===== config.mk =====
export PLATFORM = sky130hd
export DESIGN_NAME = stop_and_wait_packet_sender_unit
export DESIGN_NICKNAME = d
export VERILOG_FILES = /design/src/hdl/swps_pkg.sv /design/src/hdl/stop_and_wait_packet_sender_unit.sv /design/src/hdl/swps_ctrl.sv /design/src/hdl/swps_dpath.sv
export SDC_FILE = /design/constraint.sdc
export NUM_CORES = 1
export LEC_CHECK = 0
export ABC_CLOCK_PERIOD_IN_PS = 7700
export BUFFER_PORTS_ARGS = -buffer_cell sky130_fd_sc_hd__buf_2
export CORE_MARGIN = 4
export CORE_UTILIZATION = 25
export DETAILED_ROUTE_END_ITERATION = 16
export GPL_TIMING_DRIVEN = 0
export HOLD_SLACK_MARGIN = 0.15
export MAX_ROUTING_LAYER = met4
export SLEW_MARGIN = 20
export SYNTH_ARGS = -nofsm -noshare
export SYNTH_HDL_FRONTEND = slang
export SYNTH_HIERARCHICAL = 1
export SYNTH_SLANG_ARGS = --single-unit

===== constraint.sdc =====
create_clock -name clk_i -period 7.7 [get_ports clk_i]
set_input_delay 0.77 -clock clk_i [delete_from_list [all_inputs] [get_ports clk_i]]
set_output_delay 0.77 -clock clk_i [all_outputs]
set_load 0.01 [all_outputs]

===== src/hdl/swps_pkg.sv =====
`timescale 1ns / 1ps
// ----------------------------------------------------------------------------
// swps_pkg
// Shared types and constants for the stop-and-wait packet sender.
// ----------------------------------------------------------------------------
package swps_pkg;

  localparam int unsigned PAYLOAD_BYTES_DEF = 16;

  // payload field widths (fixed by the stream format)
  localparam int unsigned BYTE_W  = 8;
  localparam int unsigned COUNT_W = 5;
  localparam int unsigned SUM_W   = 12;
  localparam int unsigned POS_W   = 4;

  // slave tdata: data_byte, response_nack, padded to 16 bits
  localparam int unsigned S_TDATA_W = 16;
  // master tdata: packet_type, payload_count, sum_value, byte_position,
  // payload_byte, padded to 32 bits
  localparam int unsigned M_TDATA_W = 32;

  // tuser codes on the slave side
  localparam logic OPC_BYTE = 1'b0;
  localparam logic OPC_RESP = 1'b1;

  // tuser codes on the master side
  localparam logic ST_SENT    = 1'b0;
  localparam logic ST_REFUSED = 1'b1;

  typedef enum logic [3:0] {
    S_IDLE   = 4'b0001,
    S_FETCH  = 4'b0010,
    S_EMIT   = 4'b0100,
    S_REFUSE = 4'b1000
  } state_e;

  typedef struct packed {
    logic take_byte;   // store byte, bump count and sum
    logic arm;         // packet closed: wait for reply, latch final mark
    logic clear;       // ACK: empty the store
    logic idx_clr;     // rewind readout index
    logic idx_inc;
    logic fetch;       // read store at readout index
    logic load_pkt;    // load output word from fetched byte
    logic load_ref;    // load refused word
  } cmd_t;

  typedef struct packed {
    logic awaiting;    // packet out, reply pending
    logic near_full;   // next stored byte fills the store
    logic idx_last;    // readout index is on the last stored byte
  } sts_t;

endpackage


===== src/hdl/stop_and_wait_packet_sender_unit.sv =====
`timescale 1ns / 1ps
// ----------------------------------------------------------------------------
// stop_and_wait_packet_sender_unit
// Buffers message bytes into a packet with an additive checksum, sends it
// byte by byte and resends on NACK until ACK.
//
//   channel  dir  tdata                                     tuser    tlast
//   s_axis   in   [7:0] data_byte, [8] response_nack        opcode   final_byte
//   m_axis   out  [0] type, [5:1] count, [17:6] sum,        status   packet_end
//                 [21:18] position, [29:22] payload byte
//
// A message byte or a reply is taken only while the sequencer idles.
// Each packet byte goes out by a store read, then the load of the output
// register; s_axis_tready stays low until the last byte of a packet is
// loaded. A refused word is loaded once the output is free.
// No clearing pass after reset. m_axis_tready low holds the output word and
// stalls the readout.
// ----------------------------------------------------------------------------
module stop_and_wait_packet_sender_unit
  import swps_pkg::*;
#(
  parameter int unsigned PAYLOAD_BYTES = PAYLOAD_BYTES_DEF
) (
  input  logic                 clk_i,
  input  logic                 rst_ni,
  input  logic                 s_axis_tvalid,
  output logic                 s_axis_tready,
  input  logic [S_TDATA_W-1:0] s_axis_tdata,  // [7:0] data_byte, [8] response_nack
  input  logic                 s_axis_tuser,  // opcode
  input  logic                 s_axis_tlast,  // final_byte
  output logic                 m_axis_tvalid,
  input  logic                 m_axis_tready,
  output logic [M_TDATA_W-1:0] m_axis_tdata,  // [0] packet_type, [5:1] payload_count,
                                              // [17:6] sum_value, [21:18] byte_position,
                                              // [29:22] payload_byte
  output logic                 m_axis_tuser,  // status
  output logic                 m_axis_tlast   // packet_end
);

  cmd_t cmd;
  sts_t sts;

  swps_ctrl u_ctrl (
    .clk_i       (clk_i),
    .rst_ni      (rst_ni),
    .in_valid_i  (s_axis_tvalid),
    .in_ready_o  (s_axis_tready),
    .opcode_i    (s_axis_tuser),
    .final_i     (s_axis_tlast),
    .nack_i      (s_axis_tdata[BYTE_W]),
    .out_valid_o (m_axis_tvalid),
    .out_ready_i (m_axis_tready),
    .sts_i       (sts),
    .cmd_o       (cmd)
  );

  swps_dpath #(
    .PAYLOAD_BYTES (PAYLOAD_BYTES)
  ) u_dpath (
    .clk_i      (clk_i),
    .rst_ni     (rst_ni),
    .cmd_i      (cmd),
    .sts_o      (sts),
    .byte_i     (s_axis_tdata[BYTE_W-1:0]),
    .final_i    (s_axis_tlast),
    .out_user_o (m_axis_tuser),
    .out_last_o (m_axis_tlast),
    .out_data_o (m_axis_tdata)
  );

endmodule


===== src/hdl/swps_ctrl.sv =====
`timescale 1ns / 1ps
// ----------------------------------------------------------------------------
// swps_ctrl
// Sequencer: decodes accepted words, walks the packet readout and owns the
// output valid flag.
// ----------------------------------------------------------------------------
module swps_ctrl
  import swps_pkg::*;
(
  input  logic clk_i,
  input  logic rst_ni,
  input  logic in_valid_i,
  output logic in_ready_o,
  input  logic opcode_i,
  input  logic final_i,
  input  logic nack_i,
  output logic out_valid_o,
  input  logic out_ready_i,
  input  sts_t sts_i,
  output cmd_t cmd_o
);

  state_e state_q, state_d;
  logic   out_valid_q, out_valid_d;
  logic   acc, out_free;

  assign in_ready_o  = (state_q == S_IDLE);
  assign acc         = in_valid_i & in_ready_o;
  assign out_free    = ~out_valid_q | out_ready_i;
  assign out_valid_o = out_valid_q;

  always_comb begin
    state_d = state_q;
    cmd_o   = '0;
    case (state_q)
      S_IDLE: begin
        if (acc) begin
          if (opcode_i == OPC_BYTE) begin
            if (sts_i.awaiting) begin
              state_d = S_REFUSE;
            end else begin
              cmd_o.take_byte = 1'b1;
              if (sts_i.near_full || final_i) begin
                cmd_o.arm     = 1'b1;
                cmd_o.idx_clr = 1'b1;
                state_d       = S_FETCH;
              end
            end
          end else begin
            if (!sts_i.awaiting) begin
              state_d = S_REFUSE;
            end else if (nack_i) begin
              cmd_o.idx_clr = 1'b1;
              state_d       = S_FETCH;
            end else begin
              cmd_o.clear = 1'b1;
            end
          end
        end
      end
      S_FETCH: begin
        cmd_o.fetch = 1'b1;
        state_d     = S_EMIT;
      end
      S_EMIT: begin
        if (out_free) begin
          cmd_o.load_pkt = 1'b1;
          if (sts_i.idx_last) begin
            state_d = S_IDLE;
          end else begin
            cmd_o.idx_inc = 1'b1;
            state_d       = S_FETCH;
          end
        end
      end
      S_REFUSE: begin
        if (out_free) begin
          cmd_o.load_ref = 1'b1;
          state_d        = S_IDLE;
        end
      end
      default: begin
        state_d = S_IDLE;
      end
    endcase
  end

  always_comb begin
    out_valid_d = out_valid_q;
    if (cmd_o.load_pkt || cmd_o.load_ref) begin
      out_valid_d = 1'b1;
    end else if (out_ready_i) begin
      out_valid_d = 1'b0;
    end
  end

  always_ff @(posedge clk_i or negedge rst_ni) begin
    if (!rst_ni) begin
      state_q     <= S_IDLE;
      out_valid_q <= 1'b0;
    end else begin
      state_q     <= state_d;
      out_valid_q <= out_valid_d;
    end
  end

endmodule


===== src/hdl/swps_dpath.sv =====
`timescale 1ns / 1ps
// ----------------------------------------------------------------------------
// swps_dpath
// Packet store, fill count, running sum, reply flags, readout index and the
// output word register.
// ----------------------------------------------------------------------------
module swps_dpath
  import swps_pkg::*;
#(
  parameter int unsigned PAYLOAD_BYTES = PAYLOAD_BYTES_DEF
) (
  input  logic                 clk_i,
  input  logic                 rst_ni,
  input  cmd_t                 cmd_i,
  output sts_t                 sts_o,
  input  logic [BYTE_W-1:0]    byte_i,
  input  logic                 final_i,
  output logic                 out_user_o,
  output logic                 out_last_o,
  output logic [M_TDATA_W-1:0] out_data_o
);

  localparam int unsigned CW = $clog2(PAYLOAD_BYTES + 1);
  localparam int unsigned IW = (PAYLOAD_BYTES > 1) ? $clog2(PAYLOAD_BYTES) : 1;
  localparam logic [CW-1:0] FULL_CNT = CW'(PAYLOAD_BYTES);
  localparam int unsigned PAD_W = M_TDATA_W - 1 - COUNT_W - SUM_W - POS_W - BYTE_W;

  logic [BYTE_W-1:0] store_mem [PAYLOAD_BYTES];
  logic [BYTE_W-1:0] rd_q;

  logic [CW-1:0]    fill_q, fill_d;
  logic [SUM_W-1:0] sum_q, sum_d;
  logic             awaiting_q, awaiting_d;
  logic             final_q, final_d;
  logic [IW-1:0]    idx_q, idx_d;

  logic                 ouser_q, olast_q;
  logic [M_TDATA_W-1:0] odata_q;

  logic                 has_room;
  logic [CW-1:0]        idx_ext;
  logic [CW+COUNT_W-1:0] cnt_wide;
  logic [IW+POS_W-1:0]  pos_wide;

  assign has_room = (fill_q < FULL_CNT);
  assign idx_ext  = CW'(idx_q);
  assign cnt_wide = {{COUNT_W{1'b0}}, fill_q};
  assign pos_wide = {{POS_W{1'b0}}, idx_q};

  assign sts_o.awaiting  = awaiting_q;
  assign sts_o.near_full = (fill_q >= FULL_CNT - CW'(1));
  assign sts_o.idx_last  = (idx_ext == fill_q - CW'(1));

  always_comb begin
    fill_d     = fill_q;
    sum_d      = sum_q;
    awaiting_d = awaiting_q;
    final_d    = final_q;
    idx_d      = idx_q;
    if (cmd_i.take_byte && has_room) begin
      fill_d = fill_q + CW'(1);
      sum_d  = sum_q + SUM_W'(byte_i);
    end
    if (cmd_i.arm) begin
      awaiting_d = 1'b1;
      final_d    = final_i;
    end
    if (cmd_i.clear) begin
      awaiting_d = 1'b0;
      final_d    = 1'b0;
      fill_d     = '0;
      sum_d      = '0;
    end
    if (cmd_i.idx_clr) begin
      idx_d = '0;
    end else if (cmd_i.idx_inc) begin
      idx_d = idx_q + IW'(1);
    end
  end

  always_ff @(posedge clk_i or negedge rst_ni) begin
    if (!rst_ni) begin
      fill_q     <= '0;
      sum_q      <= '0;
      awaiting_q <= 1'b0;
      final_q    <= 1'b0;
      idx_q      <= '0;
    end else begin
      fill_q     <= fill_d;
      sum_q      <= sum_d;
      awaiting_q <= awaiting_d;
      final_q    <= final_d;
      idx_q      <= idx_d;
    end
  end

  always_ff @(posedge clk_i) begin
    if (cmd_i.take_byte && has_room) begin
      store_mem[fill_q[IW-1:0]] <= byte_i;
    end
    if (cmd_i.fetch) begin
      rd_q <= store_mem[idx_q];
    end
  end

  // output word; payload only, valid lives in the sequencer
  always_ff @(posedge clk_i) begin
    if (cmd_i.load_pkt) begin
      ouser_q <= ST_SENT;
      olast_q <= sts_o.idx_last;
      odata_q <= {{PAD_W{1'b0}}, rd_q, pos_wide[POS_W-1:0], sum_q,
                  cnt_wide[COUNT_W-1:0], final_q};
    end else if (cmd_i.load_ref) begin
      ouser_q <= ST_REFUSED;
      olast_q <= 1'b0;
      odata_q <= '0;
    end
  end

  assign out_user_o = ouser_q;
  assign out_last_o = olast_q;
  assign out_data_o = odata_q;

endmodule


=== After elaboration in Yosys (flattened, before gate mapping) ===
Memories as Yosys holds them, arrays and structs flattened. A register that Yosys moved wholly into a read port is not among the register bits.
Index checks and enable logic that the tools add are counted.

* Memories: 1
* Logic and storage cells: 85
* Bits in writable memories: 128
* Bits of input ports: 22
* Register bits after elaboration: 60
* Output and inout port bits: 36

* Bitwise gates (word level): 3
* Eq/ne operators: 10
* Reductions and logical operators: 9
* Mux-type cells: 46
* Add/sub/neg operators: 4
* Magnitude comparators: 2

{| class="wikitable"
|+ Memory list
! memory !! words !! width !! rd ports !! clocked after Yosys merged registers in !! write ports !! line !! source
|-
| u_dpath.store_mem || 16 || 8 || 1 || 1 || 1 || swps_dpath.sv:28 || <nowiki>logic [BYTE_W-1:0] store_mem [PAYLOAD_BYTES];</nowiki>
|}

{| class="wikitable"
|+ Operators with widths
! operator !! number
|-
| 30-bit two-way mux || 2
|-
| 4-bit two-way mux || 12
|-
| 12-bit two-way mux || 2
|-
| 1-bit two-way mux || 23
|-
| 4-bit case mux with 4 select lines || 1
|-
| 12-bit by 8-bit adder with 12-bit output || 1
|-
| 5-bit two-way mux || 2
|-
| 2-bit nonzero test || 5
|-
| 2-bit two-way mux || 4
|-
| 5-bit by 1-bit adder with 5-bit output (second input constant) || 1
|-
| 4-bit by 5-bit == test with 1-bit output || 1
|-
| 5-bit by 4-bit greater-or-equal comparator with 1-bit output (second input constant) || 1
|-
| 5-bit < comparator (second input constant) || 1
|-
| 5-bit AND reduction || 1
|-
| 5-bit by 1-bit subtractor with 5-bit output (second input constant) || 1
|-
| 4-bit by 1-bit adder with 4-bit output (second input constant) || 1
|-
| 4-bit by 1-bit == test with 1-bit output (second input constant) || 1
|-
| 4-bit by 2-bit == test with 1-bit output (second input constant) || 1
|-
| 4-bit by 3-bit == test with 1-bit output (second input constant) || 1
|-
| 4-bit == test (second input constant) || 1
|-
| 2-bit by 1-bit != test with 1-bit output (second input constant) || 2
|-
| 4-bit by 3-bit != test with 1-bit output (second input constant) || 1
|-
| 4-bit != test (second input constant) || 1
|-
| 1-bit logical OR || 2
|-
| other kinds (5) || 5
|}

=== Depth between registers and ports, before layout ===
* Depth after elaboration: 10
* Depth in mapped cells: 10
* Depth with buffers taken out: 10

=== Modules after synthesis ===
The synthesis kept the hierarchy.

{| class="wikitable"
|+ Modules (own cells, without submodules)
! module !! area each (sq um) !! cells an instance !! seq. area each (sq um) !! times used
|-
| swps_dpath || 7860.0 || 443 || 5610.4 || 1
|-
| swps_ctrl || 389.1 || 43 || 126.4 || 1
|}

=== Worst setup path before layout ===
OpenSTA, ideal clock, no wires.

* Kind: register to register
* From: register u_ctrl.state_q[0]
* To: memory u_dpath.store_mem[0][0], enable pin
* Period minus slack after synthesis: 3.092 ns
* Buffers on the path: 2
* Data arrival time: 2.708 ns
* Setup slack: 4.608 ns
* Data required time: 7.317 ns
* Library setup time: 0.383 ns
* Cell stages (with the launch flop): 9
* Cells stage by stage: dfstp_2 > or4b_4 > inv_2 > and3_1 > nor2b_1 > clkbuf_1 > clkbuf_1 > nand2_1 > nor3_1

{| class="wikitable"
|+ RTL lines
! what !! line !! source
|-
| start: declaration || swps_ctrl.sv:23 || <nowiki>state_e state_q, state_d;</nowiki>
|-
| start signal: assignment || swps_ctrl.sv:102 || <nowiki>state_q <= state_d;</nowiki>
|-
| end: declaration || swps_dpath.sv:28 ||
|}

==> results_dict.tcl <==
set metrics [dict create \
    status "completed" \
    cts_resized 0 \
    numClockSinks 196 \
    clock_latency_ns 0.44 \
    setup_violations 0 \
    routed_wl_um 17700 \
    syn-instance-count 486 \
    postPlaceCellArea_um2 9070 \
    swShare_pct 30.4 \
    first_iter_violations 275 \
    die_h_um 190 \
    ys.flop_type "edfxtp_1" \
    fmax_mhz 269 \
    portBuffers 48 \
    p_switching_w 0.000880 \
    yosysSeqAreaShare_pct 69.5 \
    worstRegToRegCells 8 \
    via_count 4472 \
    hold_viol_final 0 \
    mostFrequentLayoutCells "167 x edfxtp_1, 50 x buf_2, 40 x mux4_2, 33 x nor2_1, 31 x and2_1" \
    rows 66 \
    synth-seq-cells 196 \
    fin_util_pct 29.7 \
    synth-async-reset-ratio_pct 14.3 \
    r2r_start "u_ctrl/state_q[0]$_DFFE_PN1P_" \
    holdBufCountCts 0 \
    cp_max_fo 10 \
    hold_path_class "input port to async pin" \
    comb_power_share_pct 25.3 \
    drive_gt1_share_pct 25.6 \
    detail-route-antenna-nets 0 \
    grt-ovfl-total 0 \
    ir_worst_vdd_mv 0.145 \
    grtUsageTotal_pct 10.3 \
    initial_core_util_pct 25.4 \
    fillers 3264 \
    die_w_um 190 \
    cts_setup_buffers 0 \
    grt_pass1_vias 4491 \
    synth_mux_area_share_pct 11.4 \
    die_area_um2 36000 \
    post_drt_wl_per_cell_um 17.5 \
    firstDrtPassIters 6 \
    synth-edff-count 167 \
    p_leak_nw 3.32 \
    synthXorXnorAreaFrac_pct 1.49 \
    syn_area_per_cell_um2 17.0 \
    synth_warnings 6 \
    final_common_cell "edfxtp_1" \
    synth_top_family_by_area "multiplexers" \
    powerDensity_nw_per_um2 300 \
    worst_ep_required_time_ns 7.77 \
    fin_area_um2 9670 \
    vias_per_cell 4.41 \
    cts_root_buf "clkbuf_16" \
    pwr-share-seq_pct 44.8 \
    arrival_ns 3.78 \
    worst_slew_pin_slew_ns 0.942 \
    gp_congestion 0.791 \
    grt_pass1_wl_um 27300 \
    finalSetupTns_ns 0 \
    cts_buffer_depth 2 \
    dp_hpwl_um 12000 \
    reg2reg_to "u_dpath/store_mem[9][2]$_DFFE_PP_" \
    synthSimpleGateAreaFrac_pct 9.19 \
    synth.distinct_cells 56 \
    cts_max_level 4 \
    synth_area_um2 8250 \
    skew_ns 0.0128 \
    antenna_found_initial 2 \
    slew_headroom_pct 37.0 \
    endpoint_kind "flop" \
    cts_tree "done" \
    reg2reg_setup_slack_ns 3.98 \
    rsz0062_at_grt "no" \
    drv_cap 0 \
    pwr-share-clk_pct 29.8 \
    internal_power_w 0.00202 \
    nets 592 \
    slew_viol_final 0 \
    critPathKind "flop to flop" \
    period_share_pct 48.3 \
    clk_pin_slew_worst_paths_ns 0.08 \
    synth-compound-area-share_pct 3.97 \
    io_pins 58 \
    drc_errors 0 \
    numCtsBuffers 17 \
    start_kind "flop" \
    syn_to_final_growth_pct 17.2 \
    grt_max_degree 32 \
    period_needed_ns 3.72 \
    yosys.area_share.adder_pct 2.52 \
    coreArea_um2 32500 \
]
-- worst max-delay path by stage --
| stage | from | endpoint | cells past startpoint |
|---|---|---|---|
| after floorplan | u_ctrl/state_q[0]$_DFFE_PN1P_ | u_dpath/store_mem[0][0]$_DFFE_PP_ | 8 |
| after global placement | u_ctrl/state_q[0]$_DFFE_PN1P_ | u_dpath/store_mem[2][0]$_DFFE_PP_ | 8 |
| after detailed placement | u_ctrl/state_q[0]$_DFFE_PN1P_ | u_dpath/store_mem[6][3]$_DFFE_PP_ | 8 |
| after CTS | u_ctrl/state_q[0]$_DFFE_PN1P_ | u_dpath/store_mem[6][4]$_DFFE_PP_ | 8 |
| after global routing | u_ctrl/state_q[0]$_DFFE_PN1P_ | u_dpath/store_mem[9][0]$_DFFE_PP_ | 8 |
| final | u_ctrl/state_q[0]$_DFFE_PN1P_ | u_dpath/store_mem[9][2]$_DFFE_PP_ | 8 |
-- layout make-up --
class / count / area [um^2] / area share, %
timing repair buffer: 48 / 240 / 2.49
multi-input combinational: 262 / 2390 / 24.7
tap: 442 / 553 / 5.72
clock inverter: 15 / 160 / 1.66
buffer: 23 / 126 / 1.31
clock buffer: 17 / 425 / 4.40
antenna: 4 / 10.0 / 0.104
sequential: 196 / 5740 / 59.3
inverter: 6 / 22.5 / 0.233
-- per-layer routing --
| layer | vias up | part of all wire (%) | track usage, % |
|---|---|---|---|
| met3 | 13 | 6.5 | 3.10 |
| li1 | 2032 | - | - |
| met4 | 0 | 0.77 | 2.39 |
| met5 | - | 0 | - |
| met1 | 2287 | 45 | 13.6 |
| met2 | 140 | 47 | 15.8 |
-- power by group through the flow --
stage	logic [W]	clock network, W	registers (W)
6_report	0.000735	0.000865	0.00130
5_1_grt	0.000811	0.000931	0.00131
4_1_cts	0.000746	0.000886	0.00130
3_5_place_dp	0.000744	0	0.00132
3_3_place_gp	0.000733	0	0.00132
2_1_floorplan	0.000525	0	0.00132
-- critical path, stage by stage (launching register included) --
cell and delay [ns]:
dfstp_2 0.58, or4b_4 0.50, inv_2 0.09, and3_1 0.23, nor2b_1 0.14, clkbuf_1 0.36
clkbuf_1 0.42, nand2_1 0.28, nor2_1 0.74
-- Yosys cell counts, drive strengths merged, types with 3 or more instances --
cell type	n	area, um^2
nand2	18	67.6
a21o	5	37.5
o21ai	5	25.0
nand3	9	45.0
nand4	3	18.8
or2	4	25.0
buf	10	77.6
o31ai	3	22.5
or4	4	33.8
and3	4	25.0
a21oi	16	80.1
xor2	8	70.1
and2	31	194
nor2	33	124
nor2b	4	25.0
dfrtp	27	676
xnor2	6	52.6
inv	6	22.5
mux4	40	901
nor3	9	50.1
clkbuf	13	48.8
nand3b	7	52.6
edfxtp	167	5010
ha	15	188
nand2b	5	31.3
-- stage by stage --
stage          hold WS (ns)  power [W]  instances  setup slack [ns]
6_report              0.381    0.00290       1013              3.98
5_1_grt               0.430    0.00305       1011              3.76
3_5_place_dp          0.463    0.00207        977              3.98
4_1_cts               0.395    0.00293       1009              3.97
2_1_floorplan         0.461    0.00184        487              4.61
3_3_place_gp          0.458    0.00205        977              3.65
-- registers in the layout, indices dropped and copies added (netlist names) --
register / flops
u_dpath/idx_q: 4
u_dpath/out_last_o: 1
u_dpath/fill_q: 5
u_ctrl/state_q: 4
u_dpath/store_mem: 128
u_dpath/awaiting_q: 1
u_ctrl/out_valid_o: 1
u_dpath/sum_q: 12
u_dpath/final_q: 1
u_dpath/out_user_o: 1
u_dpath/out_data_o: 30
u_dpath/rd_q: 8
-- kinds of logic (layout without fill, tap and decap cells) --
group,Yosys count,count (layout)
buffers and inverters,29,109
other,1,6
AO/OA/AOI/OAI,48,48
XOR/XNOR,14,14
multiplexers,44,44
flip-flops,196,196
adder cells (fa/ha/maj),16,16
AND/OR/NAND/NOR,138,138
No activity file was read; power rests on OpenSTA's default activity.
